## config.mk

```make
export PLATFORM = sky130hd
export DESIGN_NAME = indexed_insert_remove_array_core
export DESIGN_NICKNAME = d
export VERILOG_FILES = /design/src/sv/iira_pkg.sv /design/src/sv/iira_cell.sv /design/src/sv/indexed_insert_remove_array_core.sv
export SDC_FILE = /design/constraint.sdc
export NUM_CORES = 2
export LEC_CHECK = 0
export BUFFER_PORTS_ARGS = -buffer_cell sky130_fd_sc_hd__buf_2
export CAP_MARGIN = 40
export CORE_MARGIN = 2
export CORE_UTILIZATION = 60
export CTS_CLUSTER_DIAMETER = 30
export DETAILED_ROUTE_END_ITERATION = 10
export GPL_TIMING_DRIVEN = 0
export MAX_ROUTING_LAYER = met4
export PLACE_DENSITY = 0.76
export SLEW_MARGIN = 25
export SYNTH_ARGS = -nofsm -noshare
export SYNTH_HDL_FRONTEND = slang
export SYNTH_SLANG_ARGS = --single-unit
```

## constraint.sdc

```tcl
create_clock -name clk_i -period 17.6 [get_ports clk_i]
set_clock_uncertainty 0.05 [all_clocks]
set_input_delay 0 -clock clk_i [delete_from_list [all_inputs] [get_ports clk_i]]
set_output_delay 0 -clock clk_i [all_outputs]
set_load 0.01 [all_outputs]
```

## src/sv/iira_pkg.sv

```systemverilog
// ----------------------------------------------------------------------------
// iira_pkg
// Shared types and constants for the indexed insert/remove array: operation
// codes, status codes, fixed port widths and the per-cell control word.
// ----------------------------------------------------------------------------
package iira_pkg;

  localparam int MODE_W   = 3;
  localparam int INDEX_W  = 4;
  localparam int WORD_W   = 32;
  localparam int STATUS_W = 2;
  localparam int COUNT_W  = 5;

  typedef enum logic [MODE_W-1:0] {
    MODE_APPEND = 3'd0,
    MODE_INSERT = 3'd1,
    MODE_REMOVE = 3'd2,
    MODE_POP    = 3'd3,
    MODE_READ   = 3'd4,
    MODE_CLEAR  = 3'd5
  } mode_e;

  typedef enum logic [STATUS_W-1:0] {
    STATUS_OK        = 2'd0,
    STATUS_BAD_INDEX = 2'd1,
    STATUS_FULL      = 2'd2,
    STATUS_EMPTY     = 2'd3
  } status_e;

  // broadcast to every cell in the row
  typedef struct packed {
    logic shift_up;    // open a slot at the position, load the new word there
    logic shift_down;  // close the slot at the position
  } cell_ctrl_t;

endpackage

```

## src/sv/iira_cell.sv

```systemverilog
// ----------------------------------------------------------------------------
// iira_cell
// One storage slot of the row. Holds a word and, per cycle, keeps it, takes
// the lower neighbor, takes the upper neighbor or loads the new word.
// ----------------------------------------------------------------------------
module iira_cell #(
  parameter int DW  = 32,
  parameter int IW  = 4,
  parameter int POS = 0
) (
  input  logic                clk_i,
  input  iira_pkg::cell_ctrl_t ctrl_i,
  input  logic [IW-1:0]       pos_i,
  input  logic [DW-1:0]       wdata_i,
  input  logic [DW-1:0]       lower_i,
  input  logic [DW-1:0]       upper_i,
  output logic [DW-1:0]       data_o
);

  localparam logic [IW-1:0] MY_POS = IW'(POS);

  logic [DW-1:0] data_q;
  logic [DW-1:0] data_d;

  always_comb begin
    data_d = data_q;
    if (ctrl_i.shift_up) begin
      if (MY_POS > pos_i) begin
        data_d = lower_i;
      end else if (MY_POS == pos_i) begin
        data_d = wdata_i;
      end
    end else if (ctrl_i.shift_down) begin
      // cells past the count pick up don't-care words
      if (MY_POS >= pos_i) begin
        data_d = upper_i;
      end
    end
  end

  always_ff @(posedge clk_i) begin
    data_q <= data_d;
  end

  assign data_o = data_q;

endmodule

```

## src/sv/indexed_insert_remove_array_core.sv

```systemverilog
// ----------------------------------------------------------------------------
// indexed_insert_remove_array_core
// Ordered store of up to DEPTH words with append, insert, remove, pop, read
// and clear, built as a row of cells that all shift in the same cycle.
// ----------------------------------------------------------------------------
// the result strobe comes in the cycle after start; all shifting is done on that same edge
// throughput: one word per cycle, busy never rises
// the row of cells shifts in parallel; one read mux picks the returned word
// reset clears the count and the strobe; cell contents are left as they are
// the receiver cannot stall: each result shows for exactly one cycle
module indexed_insert_remove_array_core #(
  parameter int DEPTH      = 16,
  parameter int DATA_WIDTH = 32
) (
  input  logic                          clk_i,
  input  logic                          rst_ni,
  input  logic                          start,
  output logic                          busy,
  input  logic [iira_pkg::MODE_W-1:0]   mode_i,
  input  logic [iira_pkg::INDEX_W-1:0]  index_i,
  input  logic [iira_pkg::WORD_W-1:0]   write_data_i,
  output logic                          done_o,
  output logic [iira_pkg::STATUS_W-1:0] status_o,
  output logic [iira_pkg::WORD_W-1:0]   read_data_o,
  output logic [iira_pkg::COUNT_W-1:0]  item_count_o
);

  localparam int IW   = $clog2(DEPTH);
  localparam int CW   = $clog2(DEPTH + 1);
  localparam int CMPW = (CW > iira_pkg::INDEX_W) ? CW : iira_pkg::INDEX_W;
  localparam int DW   = DATA_WIDTH;

  logic [CW-1:0]   count_q;
  logic [CW-1:0]   count_d;
  logic            done_q;
  logic [iira_pkg::STATUS_W-1:0] status_q;
  logic [iira_pkg::WORD_W-1:0]   rdata_q;
  logic [iira_pkg::COUNT_W-1:0]  cnt_out_q;

  logic [DW-1:0]   cell_data [DEPTH];
  logic [DW-1:0]   wdata;
  logic [CMPW-1:0] idx_ext;
  logic [CMPW-1:0] cnt_ext;
  logic            full;
  logic            empty;
  logic            accept;

  iira_pkg::cell_ctrl_t ctrl;
  iira_pkg::status_e    status;
  logic [IW-1:0]        pos;
  logic [IW-1:0]        rd_addr;
  logic                 rd_en;
  logic [DW-1:0]        rd_word;

  assign accept  = start & ~busy;
  assign busy    = 1'b0;
  assign wdata   = DW'(write_data_i);
  assign idx_ext = CMPW'(index_i);
  assign cnt_ext = CMPW'(count_q);
  assign full    = (count_q == CW'(DEPTH));
  assign empty   = (count_q == '0);

  // operation decode
  always_comb begin
    ctrl    = '0;
    status  = iira_pkg::STATUS_OK;
    pos     = '0;
    rd_addr = '0;
    rd_en   = 1'b0;
    count_d = count_q;
    unique case (iira_pkg::mode_e'(mode_i))
      iira_pkg::MODE_APPEND: begin
        if (full) begin
          status = iira_pkg::STATUS_FULL;
        end else begin
          ctrl.shift_up = accept;
          pos           = IW'(count_q);
          count_d       = count_q + CW'(1);
        end
      end
      iira_pkg::MODE_INSERT: begin
        if (idx_ext > cnt_ext) begin
          status = iira_pkg::STATUS_BAD_INDEX;
        end else if (full) begin
          status = iira_pkg::STATUS_FULL;
        end else begin
          ctrl.shift_up = accept;
          pos           = IW'(idx_ext);
          count_d       = count_q + CW'(1);
        end
      end
      iira_pkg::MODE_REMOVE: begin
        if (idx_ext >= cnt_ext) begin
          status = iira_pkg::STATUS_BAD_INDEX;
        end else begin
          ctrl.shift_down = accept;
          pos             = IW'(idx_ext);
          count_d         = count_q - CW'(1);
        end
      end
      iira_pkg::MODE_POP: begin
        if (empty) begin
          status = iira_pkg::STATUS_EMPTY;
        end else begin
          rd_en   = 1'b1;
          rd_addr = IW'(count_q - CW'(1));
          count_d = count_q - CW'(1);
        end
      end
      iira_pkg::MODE_READ: begin
        if (idx_ext >= cnt_ext) begin
          status = iira_pkg::STATUS_BAD_INDEX;
        end else begin
          rd_en   = 1'b1;
          rd_addr = IW'(idx_ext);
        end
      end
      iira_pkg::MODE_CLEAR: begin
        count_d = '0;
      end
      default: begin
      end
    endcase
  end

  // single read port over the row, taken before the row updates
  assign rd_word = rd_en ? cell_data[rd_addr] : '0;

  for (genvar g = 0; g < DEPTH; g++) begin : g_cell
    logic [DW-1:0] lower;
    logic [DW-1:0] upper;
    if (g == 0) begin : g_first
      assign lower = wdata;
    end else begin : g_mid_lo
      assign lower = cell_data[g-1];
    end
    if (g == DEPTH - 1) begin : g_last
      assign upper = cell_data[g];
    end else begin : g_mid_hi
      assign upper = cell_data[g+1];
    end
    iira_cell #(
      .DW  (DW),
      .IW  (IW),
      .POS (g)
    ) u_cell (
      .clk_i   (clk_i),
      .ctrl_i  (ctrl),
      .pos_i   (pos),
      .wdata_i (wdata),
      .lower_i (lower),
      .upper_i (upper),
      .data_o  (cell_data[g])
    );
  end

  always_ff @(posedge clk_i or negedge rst_ni) begin
    if (!rst_ni) begin
      count_q <= '0;
      done_q  <= 1'b0;
    end else begin
      done_q <= accept;
      if (accept) begin
        count_q <= count_d;
      end
    end
  end

  // result word, no reset needed
  always_ff @(posedge clk_i) begin
    if (accept) begin
      status_q  <= status;
      rdata_q   <= iira_pkg::WORD_W'(rd_word);
      cnt_out_q <= iira_pkg::COUNT_W'(count_d);
    end
  end

  assign done_o       = done_q;
  assign status_o     = status_q;
  assign read_data_o  = rdata_q;
  assign item_count_o = cnt_out_q;

endmodule

```

# After elaboration in Yosys (flattened, before gate mapping)
# Cells that the tools add are included.
word_totals:
  reg_bits: 557
  output_inout_bits: 41
  wordCells: 236
op_classes:
  addsub: 2
  order_cmp: 34
  n_eq_ne: 36
  muxes: 105
  bitwise_logic: 1
  reduce_logical: 37
ops:
  columns: ["op", "count"]
  rows:
  - ["$mux W32", 79]
  - ["$bmux W32 S4", 1]
  - ["$ne A3 B1 Y1 const B", 15]
  - ["$reduce_and A3 Y1", 15]
  - ["$reduce_bool A2 Y1", 17]
  - ["$eq A4 B4 Y1 const A", 8]
  - ["$gt A4 B4 Y1 const A", 8]
  - ["$ge A4 B4 Y1 const A", 7]
  - ["$pmux W5 S5", 1]
  - ["$mux W4", 5]
  - ["$mux W5", 4]
  - ["$eq A3 B4 Y1 const A", 4]
  - ["$ge A3 B4 Y1 const A", 4]
  - ["$gt A3 B4 Y1 const A", 4]
  - ["$pmux W4 S3", 1]
  - ["$eq A2 B4 Y1 const A", 2]
  - ["$ge A1 B4 Y1 const A", 2]
  - ["$ge A2 B4 Y1 const A", 2]
  - ["$gt A1 B4 Y1 const A", 2]
  - ["$gt A2 B4 Y1 const A", 2]
  - ["$pmux W2 S4", 1]
  - ["$pmux W4 S2", 1]
  - ["$mux W1", 7]
  - ["$eq A3 B2 Y1 const B", 2]
  - ["17 further kinds", 21]

# Depth between registers and ports, before layout
depth:
  word_depth: 8
  mapped_depth: 15
  depth_no_buf: 11

# Hierarchy
# From an unflattened synthesis, not the netlist that was laid out.
hier_totals:
  hier_cells: 3581
  hier_area_um2: 35587.9
modules_own_cells:
  columns: ["mod", "n_inst", "cells_per_inst", "area_per_inst_um2"]
  rows:
  - ["indexed_insert_remove_array_core", 1, 1129, 8039.0]
  - ["iira_cell (g_cell[13].u_cell ...)", 2, 141, 1664.1]
  - ["iira_cell (g_cell[10].u_cell)", 1, 190, 2142.1]
  - ["iira_cell (g_cell[12].u_cell)", 1, 183, 1933.1]
  - ["iira_cell (g_cell[2].u_cell)", 1, 187, 1909.3]
  - ["iira_cell (g_cell[4].u_cell)", 1, 184, 1864.3]
  - ["iira_cell (g_cell[6].u_cell)", 1, 177, 1689.1]
  - ["iira_cell (g_cell[8].u_cell)", 1, 142, 1681.6]
  - ["iira_cell (g_cell[3].u_cell)", 1, 141, 1661.6]
  - ["iira_cell (g_cell[7].u_cell)", 1, 177, 1654.1]
  - ["iira_cell (g_cell[15].u_cell)", 1, 140, 1652.8]
  - ["iira_cell (g_cell[14].u_cell)", 1, 178, 1644.1]
  - ["iira_cell (g_cell[9].u_cell)", 1, 177, 1641.6]
  - ["iira_cell (g_cell[11].u_cell)", 1, 112, 1625.3]
  - ["2 more rows", null, null, null]

# Worst setup path before layout
# OpenSTA, ideal clock, no wires.
synth_timing:
  kind: "register -> register"
  start: "register count_q[2], in the netlist cnt_ext[2]"
  end: "register g_cell[0].u_cell.data_q[0] (enable)"
  setup_time_ns: 0.468
  arrival_ns: 6.931
  t_required_ns: 17.082
  slack_ns: 10.151
  path_stages_with_launch: 11
  path_buffers: 2
  period_less_slack_ns: 7.449
  cell_sequence: "dfrtp_1 > clkbuf_1 > inv_1 > ha_1 > nand2_1 > or3_1 > buf_2 > a22oi_4 > o41ai_4 > nor3_1 > nor3b_1"
synth_between:
  elab_chain_cells: 7
synth_rtl:
  columns: ["element", "line", "source"]
  rows:
  - ["start, declared", "indexed_insert_remove_array_core.sv:33", "logic [CW-1:0] count_q;"]
  - ["start signal, assigned", "indexed_insert_remove_array_core.sv:164", "count_q <= count_d;"]
  - ["parallel branches: the longest is 6 deep, another holds $ge A4 B5 Y1", null, null]
  - ["$reduce_and A3 Y1 (no source line) (*)", null, null]
  - ["end signal, assigned", "iira_cell.sv:42", "data_q <= data_d;"]
  - ["end, declared", "iira_cell.sv:22", "logic [DW-1:0] data_q;"]
# Mark *: on every way between the ends.
# A chain may end at the register's enable or synchronous reset.

# Worst setup path in the final report
layout_timing:
  start: "register count_q[2], in the netlist cnt_ext[2]"
  end: "register rdata_q, in the netlist read_data_o[10] (data pin)"
layout_between:
  elab_chain_cells: 7
layout_rtl:
  columns: ["element", "line", "source"]
  rows:
  - ["$sub A5 B1 Y5, or another cell as far along", null, null]
  - ["$mux W4, on equally long branches", "indexed_insert_remove_array_core.sv:102, indexed_insert_remove_array_core.sv:111", null]
  - ["$pmux W4 S2", "indexed_insert_remove_array_core.sv:71", "unique case (iira_pkg::mode_e'(mode_i))"]
  - ["$not A4 Y5 (not written as such)", "indexed_insert_remove_array_core.sv:127", "assign rd_word = rd_en ? cell_data[rd_addr] : '0;"]
  - ["$bmux W32 S4", "indexed_insert_remove_array_core.sv:127", null]
  - ["$mux W32 (not written as such) (2 in series)", "indexed_insert_remove_array_core.sv:127", null]
  - ["end signal, assigned", "indexed_insert_remove_array_core.sv:173", "rdata_q <= iira_pkg::WORD_W'(rd_word);"]
  - ["end, declared", "indexed_insert_remove_array_core.sv:37", "logic [iira_pkg::WORD_W-1:0] rdata_q;"]
# Several ways; a longest one is shown, not always the timed one. The select of a mux whose other input is x is not followed.

==> flow_metrics.py <==
metrics = {
    "critical_path": {
        "path_class": "flop to flop",
        "critical_path_buf_inv_count": 6,
        "cp_slowest_cell": "buf_1",
        "required_ns": 18.10,
        "crit_path_end_kind": "flop",
        "r2r_cells": 14,
        "startpoint_type": "flop",
        "path_cells": "clkbuf_1, inv_1, ha_1, nor2_1, a211o_1, nand4_1, and2_1, buf_2, buf_2, clkbuf_1, buf_1, nand2_1, a31oi_1, a41o_1",
        "crit_arrival_ns": 5.74,
        "slowest_delay_ns": 0.60,
        "cpLargestDelayFamily": "buffers and inverters",
        "critical_path_depth": 14,
        "critPathMaxFanout": 10,
    },
    "timing": {
        "hold_violations": 0,
        "slew_headroom_pct": 35.4,
        "fin_crit_ns": 5.24,
        "fin_tns_setup_ns": 0,
        "fmax_mhz": 191,
        "drv_slew": 0,
        "final-setup-viol-count": 0,
        "finalCritPeriodShare_pct": 29.8,
        "rsz0062_at_grt": "false",
        "worstMarginPinSlew_ns": 0.969,
    },
    "layout": {
        "nNetsFinal": 3570,
        "final_common_cell": "nand2_1",
        "layout_common_cells": "nand2_1 (726), edfxtp_1 (551), nor2_1 (274)",
        "final_util_pct": 73.8,
        "num-fill-cells": 3633,
        "instances_no_fill": 4320,
        "area_delta_synth_final_pct": 21.3,
        "multi_input_area_um2": 14100,
        "seq_area_um2": 16700,
        "drive_gt1_share_pct": 14.6,
    },
    "logic_synthesis": {
        "netlist.area_leader.share_pct": 51.7,
        "synth_edf_count": 551,
        "avgSynthCellArea_um2": 9.94,
        "synth_seq_cells": 557,
        "ys_seq_area_share_pct": 52.1,
        "syn-num-nets": 3272,
        "synth_cell_types": 69,
        "ys.flop_type": "edfxtp_1",
        "synth_warnings": 0,
        "ys_top_cells_by_area": "edfxtp_1 (52%), nand2_1 (8.5%), mux4_2 (4.5%)",
        "async_flop_share_pct": 1.08,
        "synth_top_area_cell": "edfxtp_1",
        "syn_inst": 3221,
        "synthesis.area_um2": 32000,
    },
    "die": {
        "rows": 84,
        "die-area_um2": 55200,
        "io_pins": 83,
        "fp.dieW_um": 235,
        "start_util_pct": 60.8,
        "die_h_um": 235,
        "core_um2": 52700,
    },
    "cts": {
        "post-cts-setup-buffers": 0,
        "cts_buffer_depth": 3,
        "cts_root_buf": "clkbuf_16",
        "htree_levels": 4,
        "cts_tree": "done",
        "cts_buffers": 134,
        "clock_latency_ns": 0.74,
        "clkSlewWorstSetupHoldPaths_ns": 0.05,
        "cts.sinks": 557,
    },
    "worst_hold_path": {
        "holdPathStages": 4,
        "hold_path_class": "input port to flop",
    },
    "power": {
        "peakVddDrop_mv": 0.103,
        "cellPowerDensity_nw_per_um2": 140,
        "p_leak_nw": 14.7,
    },
    "grt": {
        "antenna_found_initial": 5,
        "grt_pass1_wl_um": 188000,
        "grt_usage_pct": 47.1,
        "grt-ovfl-total": 0,
        "grt_max_degree": 42,
        "grt_pass1_vias": 29785,
    },
    "detailed_routing": {
        "post-route-drc-count": 0,
        "vias": 31237,
        "viasPerCell": 7.23,
        "post_drt_wl_per_cell_um": 29.8,
        "drt_wl_total_um": 129000,
        "ant_nets": 0,
        "drt_first_iter_violations": 6041,
        "firstDrtPassIters": 9,
    },
    "job": {
        "drv_cap": 0,
    },
    "placed_design": {
        "gp_congestion": 1.08,
        "placedCellCount": 4027,
        "dpl.hpwl_um": 94700,
        "io_buffers": 79,
    },
    "run_status": {
        "status": "complete, no violations",
    },
}
state kept, by name (all words and copies together), names as in the netlist:
signal,count
read_data_o,32
g_cell.u_cell.data_o,512
item_count_o,5
status_o,2
cnt_ext,5
done_o,1
synthesized netlist by cell type, drive strengths merged, types with 3 or more instances:
cell and n:
o21ai 140, nor2 280, nand2b 7, mux2i 129, nor3 9, ha 9
nor2b 6, inv 12, o211ai 166, mux4 64, a31oi 166, mux2 33
a211oi 67, buf 78, a41o 33, dfrtp 6, o41ai 3, clkbuf 250
a22o 33, nand2 727, a21oi 109, or3 3, o31ai 4, and2 6
nand3 200, o31a 3, nor3b 3, edfxtp 551, nand4 97
cell type report:
cell class	instances	area share (%)
Timing Repair Buffer	162	3.50
Buffer	328	3.45
Antenna cell	4	0.0258
Inverter	12	0.116
Sequential cell	557	43.0
Tap cell	688	2.22
Clock buffer	157	9.29
Multi-Input combinational cell	2324	36.2
Clock inverter	88	2.21
worst min-delay path, stage by stage:
cell      delay [ns]
clkbuf_1        0.29
nor3b_1         0.14
nand2_1         0.07
o21ai_0         0.10
routing by layer:
layer / GRT usage [%] / wire length, um / share of wire (%)
met1: 60.9 / 44400 / 34
met2: 65.7 / 54400 / 42
met3: 17.3 / 23000 / 18
met4: 22.3 / 7050 / 5.5
met5: - / 0 / 0
final timing paths:
kind	start	endpoint	slack [ns]
max reg2reg	cnt_ext[2]$_DFFE_PN0P_	read_data_o[10]$_SDFFCE_PN0P_	12.36
min reg2reg	g_cell[1].u_cell.data_o[16]$_DFFE_PP_	g_cell[0].u_cell.data_o[16]$_DFFE_PP_	0.53
min	mode_i[0]	status_o[0]$_DFFE_PP_	0.02
max	cnt_ext[2]$_DFFE_PN0P_	read_data_o[10]$_SDFFCE_PN0P_	12.36
max in group asynchronous	rst_ni	cnt_ext[3]$_DFFE_PN0P_	17.05
min in group asynchronous	rst_ni	cnt_ext[1]$_DFFE_PN0P_	0.22
report_power, final:
part           switching (mW)  internal, mW  leakage [nW]  total (mW)
registers               0.113          1.67          5.16        1.78
clock network           0.809          1.65          2.17        2.46
logic                   0.814         0.386          7.35        1.20
total                    1.74          3.70          14.7        5.44
cell families (layout without fill, tap and decap cells):
logic type                 Yosys count  in the layout  synth area share (%)
buffers and inverters              340            747                  4.31
AOI/OAI and AO/OA                  743            743                  15.8
adders and majority gates            9              9                 0.352
other                                1              5                0.0117
xor gates and xnor gates             3              3                0.0820
DFF                                557            557                  52.1
muxes                              226            226                  9.69
and+or+nand+nor                   1342           1342                  17.6
per-stage QoR:
stage               setup WS [ns]  cell area [um2]  power [mW]  hold WS [ns]
finish                      12.36            38800        5.44        0.0208
global route                12.23            38800        5.55         0.116
CTS                         12.62            38800        5.35       0.00362
detailed placement          12.66            33900        2.91        -0.220
global placement             5.67            33300        2.85        -0.225
floorplan                   10.15            32000        2.47        -0.346
timing repair:
| action | CTS | global route |
|---|---|---|
| resized for setup | 0 | 0 |
| endpoints found under the hold margin | 212 | 0 |
| hold buffers | 38 | 0 |
No activity file was read; power rests on OpenSTA's default activity.
